## config.mk

```make
export PLATFORM = sky130hd
export DESIGN_NAME = raw10_unpack_scale_unit
export DESIGN_NICKNAME = d
export VERILOG_FILES = /design/src/rtl/core/rupk_pkg.sv /design/src/rtl/core/rupk_front.sv /design/src/rtl/core/rupk_fifo.sv /design/src/rtl/core/rupk_back.sv /design/src/rtl/core/raw10_unpack_scale_unit.sv
export SDC_FILE = /design/constraint.sdc
export NUM_CORES = 1
export LEC_CHECK = 0
export BUFFER_PORTS_ARGS = -buffer_cell sky130_fd_sc_hd__buf_2
export CAP_MARGIN = 20
export CORE_MARGIN = 5
export CORE_UTILIZATION = 45
export DETAILED_ROUTE_END_ITERATION = 6
export GPL_TIMING_DRIVEN = 0
export PLACE_DENSITY = 0.61
export SYNTH_ARGS = -nofsm -noshare
export SYNTH_HDL_FRONTEND = slang
export SYNTH_SLANG_ARGS = --single-unit
```

## constraint.sdc

```tcl
create_clock -name i_clk -period 6.6 [get_ports i_clk]
set_input_delay 1.32 -clock i_clk [delete_from_list [all_inputs] [get_ports i_clk]]
set_output_delay 1.32 -clock i_clk [all_outputs]
set_load 0.05 [all_outputs]
```

## src/rtl/core/rupk_pkg.sv

```systemverilog
// Shared types and constants for the RAW10 unpack and scale block.
package rupk_pkg;

    localparam int DIM_BITS    = 14;
    localparam int CNT_BITS    = 2 * DIM_BITS;
    localparam int BYTE_BITS   = 8;
    localparam int PIX_BITS    = 10;
    localparam int LSB_BITS    = PIX_BITS - BYTE_BITS;
    localparam int GRP_PIX     = 4;
    localparam int PIX_IDX_BITS = $clog2(GRP_PIX);
    localparam int PHASE_BITS  = 3;
    localparam int SCL_BITS    = 8;
    localparam int PROD_BITS   = 18;
    localparam int DIV_SHIFT   = 10;

    localparam logic [PHASE_BITS-1:0] LAST_PHASE = PHASE_BITS'(GRP_PIX);

    localparam int FIFO_DEPTH    = 2;
    localparam int FIFO_PTR_BITS = $clog2(FIFO_DEPTH);
    localparam int FIFO_CNT_BITS = $clog2(FIFO_DEPTH + 1);

    // Configuration register indexes
    localparam int CFG_IDX_BITS = 2;
    localparam logic [CFG_IDX_BITS-1:0] CFG_OUTPUT_MODE  = 2'd0;
    localparam logic [CFG_IDX_BITS-1:0] CFG_FRAME_WIDTH  = 2'd1;
    localparam logic [CFG_IDX_BITS-1:0] CFG_FRAME_HEIGHT = 2'd2;

    localparam logic [DIM_BITS-1:0] FRAME_WIDTH_RST  = DIM_BITS'(7728);
    localparam logic [DIM_BITS-1:0] FRAME_HEIGHT_RST = DIM_BITS'(5368);
    localparam logic [CNT_BITS-1:0] FRAME_SIZE_RST   = CNT_BITS'(7728 * 5368);

    // Output mode codes
    localparam logic MODE_SCALED = 1'b0;
    localparam logic MODE_RAW    = 1'b1;

    // One five-byte group, reassembled into four raw pixels
    typedef struct packed {
        logic                              mode;
        logic [GRP_PIX-1:0][PIX_BITS-1:0]  pix;
    } t_group;

endpackage

```

## src/rtl/core/rupk_front.sv

```systemverilog
// Byte intake: collect four MSB bytes, join them with the LSB byte into a group.
module rupk_front
    import rupk_pkg::*;
(
    input  logic                 i_clk,
    input  logic                 i_rst_n,
    input  logic [BYTE_BITS-1:0] i_byte,
    input  logic                 i_valid,
    output logic                 o_ready,
    input  logic                 i_mode,
    input  logic                 i_full,
    output logic                 o_push,
    output t_group               o_grp
);

    logic [PHASE_BITS-1:0] r_phase;
    logic [PHASE_BITS-1:0] n_phase;
    logic [BYTE_BITS-1:0]  r_msb [GRP_PIX];
    logic                  accept;
    logic                  last_byte;

    assign last_byte = (r_phase == LAST_PHASE);
    // MSB bytes never need queue space; only the closing byte does
    assign o_ready   = !last_byte || !i_full;
    assign accept    = i_valid && o_ready;
    assign o_push    = accept && last_byte;

    always_comb begin
        n_phase = r_phase;
        if (accept) begin
            n_phase = last_byte ? '0 : r_phase + 1'b1;
        end
    end

    always_ff @(posedge i_clk) begin
        if (!i_rst_n) begin
            r_phase <= '0;
        end else begin
            r_phase <= n_phase;
        end
    end

    always_ff @(posedge i_clk) begin
        if (accept && !last_byte) begin
            r_msb[r_phase[PIX_IDX_BITS-1:0]] <= i_byte;
        end
    end

    // Pixel 0 takes the top LSB pair, pixel 3 the bottom one
    always_comb begin
        o_grp.mode = i_mode;
        for (int k = 0; k < GRP_PIX; k++) begin
            o_grp.pix[k] = {r_msb[k], i_byte[(GRP_PIX-1-k)*LSB_BITS +: LSB_BITS]};
        end
    end

endmodule

```

## src/rtl/core/rupk_fifo.sv

```systemverilog
// Short group queue between intake and pixel output.
module rupk_fifo
    import rupk_pkg::*;
(
    input  logic   i_clk,
    input  logic   i_rst_n,
    input  logic   i_push,
    input  t_group i_data,
    output logic   o_full,
    input  logic   i_pop,
    output logic   o_valid,
    output t_group o_data
);

    t_group                   r_mem [FIFO_DEPTH];
    logic [FIFO_PTR_BITS-1:0] r_wr_ptr;
    logic [FIFO_PTR_BITS-1:0] r_rd_ptr;
    logic [FIFO_CNT_BITS-1:0] r_count;
    logic [FIFO_CNT_BITS-1:0] n_count;
    logic                     do_push;
    logic                     do_pop;

    assign o_full  = (r_count == FIFO_CNT_BITS'(FIFO_DEPTH));
    assign o_valid = (r_count != '0);
    assign o_data  = r_mem[r_rd_ptr];
    assign do_push = i_push && !o_full;
    assign do_pop  = i_pop && o_valid;

    always_comb begin
        n_count = r_count;
        if (do_push && !do_pop) begin
            n_count = r_count + 1'b1;
        end else if (do_pop && !do_push) begin
            n_count = r_count - 1'b1;
        end
    end

    always_ff @(posedge i_clk) begin
        if (!i_rst_n) begin
            r_wr_ptr <= '0;
            r_rd_ptr <= '0;
            r_count  <= '0;
        end else begin
            r_count <= n_count;
            if (do_push) begin
                r_wr_ptr <= (r_wr_ptr == FIFO_PTR_BITS'(FIFO_DEPTH - 1)) ? '0 : r_wr_ptr + 1'b1;
            end
            if (do_pop) begin
                r_rd_ptr <= (r_rd_ptr == FIFO_PTR_BITS'(FIFO_DEPTH - 1)) ? '0 : r_rd_ptr + 1'b1;
            end
        end
    end

    always_ff @(posedge i_clk) begin
        if (do_push) begin
            r_mem[r_wr_ptr] <= i_data;
        end
    end

endmodule

```

## src/rtl/core/rupk_back.sv

```systemverilog
// Pixel output: walk each group, count frame pixels, scale or pass raw, register it.
module rupk_back
    import rupk_pkg::*;
(
    input  logic                i_clk,
    input  logic                i_rst_n,
    input  t_group              i_grp,
    input  logic                i_grp_valid,
    output logic                o_pop,
    input  logic [CNT_BITS-1:0] i_frame_size,
    output logic                o_valid,
    input  logic                i_ready,
    output logic [PIX_BITS-1:0] o_pixel,
    output logic                o_group_last,
    output logic                o_frame_end
);

    logic [PIX_IDX_BITS-1:0] r_pix_idx;
    logic [CNT_BITS-1:0]     r_frame_cnt;
    logic [CNT_BITS-1:0]     n_frame_cnt;
    logic [CNT_BITS:0]       cnt_inc;
    logic                    issue;
    logic                    fend;
    logic                    en_a;
    logic                    en_b;
    logic [PIX_BITS-1:0]     pix_raw;

    // stage A: raw pixel and v*255+511
    logic                    r_a_valid;
    logic                    r_a_mode;
    logic                    r_a_glast;
    logic                    r_a_fend;
    logic [PIX_BITS-1:0]     r_a_raw;
    logic [PROD_BITS-1:0]    r_a_x;
    logic [PROD_BITS-1:0]    n_a_x;

    // stage B: divide by 1023
    logic [PROD_BITS-1:0]    div_t;
    logic [SCL_BITS-1:0]     q_est;
    logic [PROD_BITS-1:0]    div_r;
    logic [SCL_BITS-1:0]     q_fix;

    logic                    r_b_valid;
    logic [PIX_BITS-1:0]     r_b_pixel;
    logic                    r_b_glast;
    logic                    r_b_fend;

    assign en_b  = !r_b_valid || i_ready;
    assign en_a  = !r_a_valid || en_b;
    assign issue = i_grp_valid && en_a;
    assign o_pop = issue && (r_pix_idx == PIX_IDX_BITS'(GRP_PIX - 1));

    assign pix_raw = i_grp.pix[r_pix_idx];
    assign cnt_inc = {1'b0, r_frame_cnt} + 1'b1;
    assign fend    = (cnt_inc >= {1'b0, i_frame_size});

    always_comb begin
        n_frame_cnt = r_frame_cnt;
        if (issue) begin
            n_frame_cnt = fend ? '0 : cnt_inc[CNT_BITS-1:0];
        end
    end

    // v*255 as (v<<8) - v, then add half of 1023 for rounding
    assign n_a_x = ({pix_raw, 8'd0} - PROD_BITS'(pix_raw)) + PROD_BITS'(511);

    always_ff @(posedge i_clk) begin
        if (!i_rst_n) begin
            r_pix_idx   <= '0;
            r_frame_cnt <= '0;
            r_a_valid   <= 1'b0;
            r_b_valid   <= 1'b0;
        end else begin
            r_frame_cnt <= n_frame_cnt;
            if (issue) begin
                r_pix_idx <= r_pix_idx + 1'b1;
            end
            if (en_a) begin
                r_a_valid <= issue;
            end
            if (en_b) begin
                r_b_valid <= r_a_valid;
            end
        end
    end

    always_ff @(posedge i_clk) begin
        if (issue) begin
            r_a_mode  <= i_grp.mode;
            r_a_glast <= (r_pix_idx == PIX_IDX_BITS'(GRP_PIX - 1));
            r_a_fend  <= fend;
            r_a_raw   <= pix_raw;
            r_a_x     <= n_a_x;
        end
    end

    // x/1023 ~ (x + x/1024)/1024 lands on the quotient or one below; fix by remainder
    assign div_t = r_a_x + (r_a_x >> DIV_SHIFT);
    assign q_est = div_t[PROD_BITS-1:DIV_SHIFT];
    assign div_r = r_a_x - {q_est, {DIV_SHIFT{1'b0}}} + PROD_BITS'(q_est);
    assign q_fix = (div_r >= PROD_BITS'(1023)) ? q_est + 1'b1 : q_est;

    always_ff @(posedge i_clk) begin
        if (en_b && r_a_valid) begin
            r_b_pixel <= (r_a_mode == MODE_RAW) ? r_a_raw : PIX_BITS'(q_fix);
            r_b_glast <= r_a_glast;
            r_b_fend  <= r_a_fend;
        end
    end

    assign o_valid      = r_b_valid;
    assign o_pixel      = r_b_pixel;
    assign o_group_last = r_b_glast;
    assign o_frame_end  = r_b_fend;

`ifndef ASSERT_OFF
    a_pop_needs_group: assert property (@(posedge i_clk) disable iff (!i_rst_n)
        o_pop |-> i_grp_valid)
        else $error("group popped from empty queue");

    a_idx_wraps: assert property (@(posedge i_clk) disable iff (!i_rst_n)
        o_pop |=> (r_pix_idx == '0))
        else $error("pixel index did not wrap after group");

    a_frame_restart: assert property (@(posedge i_clk) disable iff (!i_rst_n)
        (issue && fend) |=> (r_frame_cnt == '0))
        else $error("frame counter did not restart");

    a_scaled_range: assert property (@(posedge i_clk) disable iff (!i_rst_n)
        (en_b && r_a_valid && (r_a_mode == MODE_SCALED)) |=>
        (o_pixel[PIX_BITS-1:SCL_BITS] == '0))
        else $error("scaled pixel exceeds 8 bits");
`endif

endmodule

```

## src/rtl/core/raw10_unpack_scale_unit.sv

```systemverilog
// RAW10 unpack and scale: top level with configuration registers.
//
// s_axis carries the packed byte stream, one byte per transfer. Each five
// bytes (four MSB bytes, then one byte of LSB pairs, pixel 0 in bits 7:6)
// yield four pixels on m_axis: tdata[9:0] holds the pixel, tuser marks the
// fourth pixel of the group, tlast marks the final pixel of a frame of
// frame_width x frame_height pixels.
// After its fifth byte, a group's first pixel passes the queue, stage A and the
// output register; the other three follow one per cycle unless output stalls.
// The pixel stage issues one pixel a cycle, so the sustained rate, set by the
// intake, is one byte per cycle in and four pixels per five bytes out.
// A two-group queue sits between byte intake and pixel output, and an output
// register lets the input keep moving while a pixel waits.
// When m_axis_tready is low, the output holds and the queue fills; s_axis_tready
// drops only on a closing byte that finds the queue full.
// Configuration: write index 0 output_mode (0 scaled to 8 bits, 1 raw 10 bits),
// 1 frame_width, 2 frame_height; other indexes are ignored. Write only while
// idle. Reset clears the byte phase, the queue, the frame count and restores
// the register defaults (scaled, 7728 x 5368).
module raw10_unpack_scale_unit
    import rupk_pkg::*;
(
    input  logic                    i_clk,
    input  logic                    i_rst_n,
    input  logic                    i_cfg_valid,
    output logic                    o_cfg_ready,
    input  logic [CFG_IDX_BITS-1:0] i_cfg_index,
    input  logic [DIM_BITS-1:0]     i_cfg_data,
    input  logic [BYTE_BITS-1:0]    s_axis_tdata,   // [7:0] packed_byte
    input  logic                    s_axis_tvalid,
    output logic                    s_axis_tready,
    output logic [15:0]             m_axis_tdata,   // [9:0] pixel_value, [15:10] zero
    output logic                    m_axis_tuser,   // [0] group_last
    output logic                    m_axis_tlast,
    output logic                    m_axis_tvalid,
    input  logic                    m_axis_tready
);

    logic                r_mode;
    logic [DIM_BITS-1:0] r_width;
    logic [DIM_BITS-1:0] r_height;
    logic [CNT_BITS-1:0] r_frame_size;
    logic                cfg_wr;

    logic   push;
    logic   full;
    logic   pop;
    logic   grp_valid;
    t_group grp_in;
    t_group grp_out;

    logic [PIX_BITS-1:0] pixel;

    assign o_cfg_ready = 1'b1;
    assign cfg_wr      = i_cfg_valid && o_cfg_ready;

    always_ff @(posedge i_clk) begin
        if (!i_rst_n) begin
            r_mode       <= MODE_SCALED;
            r_width      <= FRAME_WIDTH_RST;
            r_height     <= FRAME_HEIGHT_RST;
            r_frame_size <= FRAME_SIZE_RST;
        end else begin
            r_frame_size <= CNT_BITS'(r_width) * CNT_BITS'(r_height);
            if (cfg_wr) begin
                case (i_cfg_index)
                    CFG_OUTPUT_MODE:  r_mode   <= i_cfg_data[0];
                    CFG_FRAME_WIDTH:  r_width  <= i_cfg_data;
                    CFG_FRAME_HEIGHT: r_height <= i_cfg_data;
                    default: ;
                endcase
            end
        end
    end

    rupk_front u_front (
        .i_clk   (i_clk),
        .i_rst_n (i_rst_n),
        .i_byte  (s_axis_tdata),
        .i_valid (s_axis_tvalid),
        .o_ready (s_axis_tready),
        .i_mode  (r_mode),
        .i_full  (full),
        .o_push  (push),
        .o_grp   (grp_in)
    );

    rupk_fifo u_fifo (
        .i_clk   (i_clk),
        .i_rst_n (i_rst_n),
        .i_push  (push),
        .i_data  (grp_in),
        .o_full  (full),
        .i_pop   (pop),
        .o_valid (grp_valid),
        .o_data  (grp_out)
    );

    rupk_back u_back (
        .i_clk        (i_clk),
        .i_rst_n      (i_rst_n),
        .i_grp        (grp_out),
        .i_grp_valid  (grp_valid),
        .o_pop        (pop),
        .i_frame_size (r_frame_size),
        .o_valid      (m_axis_tvalid),
        .i_ready      (m_axis_tready),
        .o_pixel      (pixel),
        .o_group_last (m_axis_tuser),
        .o_frame_end  (m_axis_tlast)
    );

    assign m_axis_tdata = {6'd0, pixel};

endmodule

```

==> metrics.txt <==
status=finished, final reports clean; initial antenna violation count=2; register area=0.006675 mm^2; layout cells sized above 1=9.642%; sequential-to-total area share from yosys stat=between 30% and 40%; CTS tree=done; multi-input logic area=0.01067 mm^2; fin nets=2224; worst slew pin tran=approximately 1.4 ns; count of pins over their slew limit=0; Cells after Synth=approximately 1800; antenna cell count=0; CP Data Arrival Time=6.80 ns; Net Switching=2090 uW; DR pass1 iterations=5; final WL=42140 um; dpl ws=-0.6622 ns; Max Freq=155.9 MHz; post-route ant nets=0; Starting DRT DRC Count=733; port bufs=41; Worst setup SP type=flop; I/O pins=50; P_leak=0.009066 uW; hold depth=0; Setup-failing EPs final=0; Pwr Total=between 5000 and 6000 uW; Setup CP Type=flop to flop; clock transition at the registers of the reported paths=0.06 ns; Post-synth EDFFs=157; power share of the sequential group=31.1%; Core Region=about 0.041 mm^2; grt ovf=0; Yosys warnings=0; Syn Area/Cell=10.34 um^2; Max-cap violations=0; Tcrit/Tclk final=97.19%; # H-tree levels=1; post-DR vias/cell=between 5 and 6; post-DR wirelength/cell=~17 um; power share of the clock group=25.5%; Hold Path Class=flop to flop; max layer used=met5; pwr/cell area=280.4 mW/mm^2; drt drc=0; crit path time final=6.415 ns; Cell Rows=74; cts bufs inserted=28; clk root buf=clkbuf_16; DP Cell Count=2377; Post-synth top flop=edfxtp_1; Netlist cell types=78; Finished Layout Cells=2430; switch share=36.31%; Post-Syn Area=0.01854 mm^2; clk buf depth=3; Clock Latency Late Sink=0.54 ns; VDD IR max=0.3125 mV; vias in the first global route=between 10000 and 15000; metal3 WL=2471 um; Int Pwr=around 3700 uW; #FFs+latches synth=254; Fin Clk Skew=0.01998 ns; CTS Sinks=254; DR vias=12840; area grow syn2layout=10.77%; CP Capture Type=flop; asr flop ratio synth=0%; routed wl met2=19380 um; Total GRT Usage=18.98%; max_slew headroom=8.196%; Hold Fails Final Rpt=0; R2R cell count=21; chip height=213.0 um; Fill cells=about 3700; Gate power share=~43%; fin worst setup slack=0.1852 ns; hpwl dp=around 33000 um; first-pass GRT wire length=69100 um; final hold slack=~0.43 ns; critical-path maximum fanout=10; Critical Path RT=6.99 ns; Die W=213.0 um; Starting Density=45.39%; largest net degree at the start of global routing=26; Met1 Wirelength=19230 um; gpl congestion=0.9339; Die Area=0.04535 mm^2
[per-layer routing]
metal | up-vias | global-route usage (%)
li1 | 6191 | -
met1 | 6265 | 26.40
met2 | 313 | 31.14
met3 | 68 | 3.438
met4 | 2 | 4.591
met5 | - | 0
[path summary, 6_finish.rpt]
path	from	end	slack [ns]
setup / recovery	r_height[10]	r_frame_size[27]	0.19
hold / removal	u_back.r_a_fend	u_back.o_frame_end	0.43
setup reg to reg	r_height[10]	r_frame_size[27]	0.19
hold reg to reg	u_back.r_a_fend	u_back.o_frame_end	0.43
[cell usage after synthesis (all sizes together) (8+ instances only)]
cell | instances | area, um^2
a21o | 21 | 157.7
a21oi | 68 | 344.1
a32o | 17 | 170.2
and2 | 99 | 619.3
and3 | 23 | 143.9
buf | 17 | 116.4
clkbuf | 52 | 195.2
dfxtp | 97 | 1942
edfxtp | 157 | 4715
fa | 142 | 2843
ha | 176 | 2202
inv | 253 | 949.7
mux2i | 11 | 110.1
mux4 | 20 | 450.4
nand2 | 237 | 889.6
nand2b | 13 | 81.33
nand3 | 47 | 245.2
nand4 | 13 | 81.33
nor2 | 63 | 241.5
nor2b | 11 | 68.82
nor3 | 19 | 105.1
nor4 | 8 | 56.30
o211ai | 11 | 82.58
o21a | 10 | 75.07
o21ai | 39 | 198.9
o21bai | 10 | 78.82
xnor2 | 54 | 473.0
xor2 | 27 | 236.5
[flip-flops by register name (all words and copies together) (netlist names), 2 cells and up, named ones only]
name and flops:
r_frame_size 28, r_height 14, r_width 14, u_back.o_pixel 10
u_back.r_a_raw 10, u_back.r_a_x 18, u_back.r_frame_cnt 28, u_back.r_pix_idx 2
u_fifo.r_count 2, u_fifo.r_mem 82, u_front.r_msb 32, u_front.r_phase 3
[cells in the final DEF (no fill, tap or decap), types with 5 or more instances in the layout]
master / instances
a21o_1: 21
a21oi_1: 66
a32o_1: 17
and2_1: 98
and3_1: 23
buf_2: 46
buf_4: 11
buf_6: 9
clkbuf_1: 39
clkbuf_16: 28
clkbuf_2: 10
clkbuf_4: 6
clkinv_1: 7
conb_1: 7
dfxtp_1: 86
dfxtp_2: 9
edfxtp_1: 157
fa_1: 141
ha_1: 176
inv_1: 253
mux2i_1: 11
mux4_2: 20
nand2_1: 237
nand2b_1: 13
nand3_1: 45
nand4_1: 13
nor2_1: 61
nor2b_1: 10
nor3_1: 16
nor4_1: 7
o211ai_1: 11
o21a_1: 10
o21ai_0: 34
o21bai_1: 9
or3_1: 6
or4_1: 5
xnor2_1: 54
xor2_1: 27
[final cells by class]
type	count	share of cell area (%)
clock inverter	12	0.5911
tap	532	3.242
sequential	254	32.51
clock buffer	39	3.614
timing repair buffer	49	1.542
buffer	69	1.901
multi-input combinational	1221	51.95
inverter	254	4.644
[repair_timing]
item,in CTS,in global routing
gates resized for setup,25,57
pin swaps,1,0
endpoints found under the setup margin,10,6
hold buffers,0,0
buffers inserted,2,0
[kinds of logic after synthesis]
family / after synthesis / share of synthesized area, %
flops: 254 / 35.91
xor+xnor: 81 / 3.827
fa+ha+maj: 318 / 27.22
buf+inv: 323 / 6.825
other cells: 2 / 0.04052
mux: 33 / 3.146
simple gates: 563 / 14.90
compound gates: 219 / 8.128
[metrics by stage]
stage	utilization, %	cell area [um^2]	setup TNS [ns]
2_1_floorplan	-	18550	0
3_3_place_gp	47.57	19420	-2.490
3_5_place_dp	47.83	19530	-2.901
4_1_cts	50.08	20450	0
5_1_grt	50.28	20530	-0.01100
6_report	50.28	20530	0
[worst max-delay path, stage by stage (launching register included)]
cell,delay (ns)
dfxtp_1,0.48
clkbuf_2,0.32
nand2_1,0.12
fa_1,0.51
fa_1,0.50
inv_1,0.07
fa_1,0.54
inv_1,0.06
fa_1,0.50
fa_1,0.58
fa_1,0.56
inv_1,0.04
ha_1,0.34
a21o_1,0.21
a21oi_4,0.19
o21ai_0,0.13
a211oi_2,0.20
o21bai_1,0.09
a21o_1,0.23
a311oi_1,0.33
xnor2_1,0.18
nor2_1,0.06
[power groups by stage]
stage / registers, uW / clock network [uW] / logic [uW]
4_1_cts: 1790 / 1490 / 2490
6_report: 1790 / 1470 / 2500
5_1_grt: 1800 / 1560 / 2880
2_1_floorplan: 1810 / 0 / 1890
3_3_place_gp: 1830 / 0 / 2400
3_5_place_dp: 1830 / 0 / 2430
No activity file was read; power rests on OpenSTA's default activity.
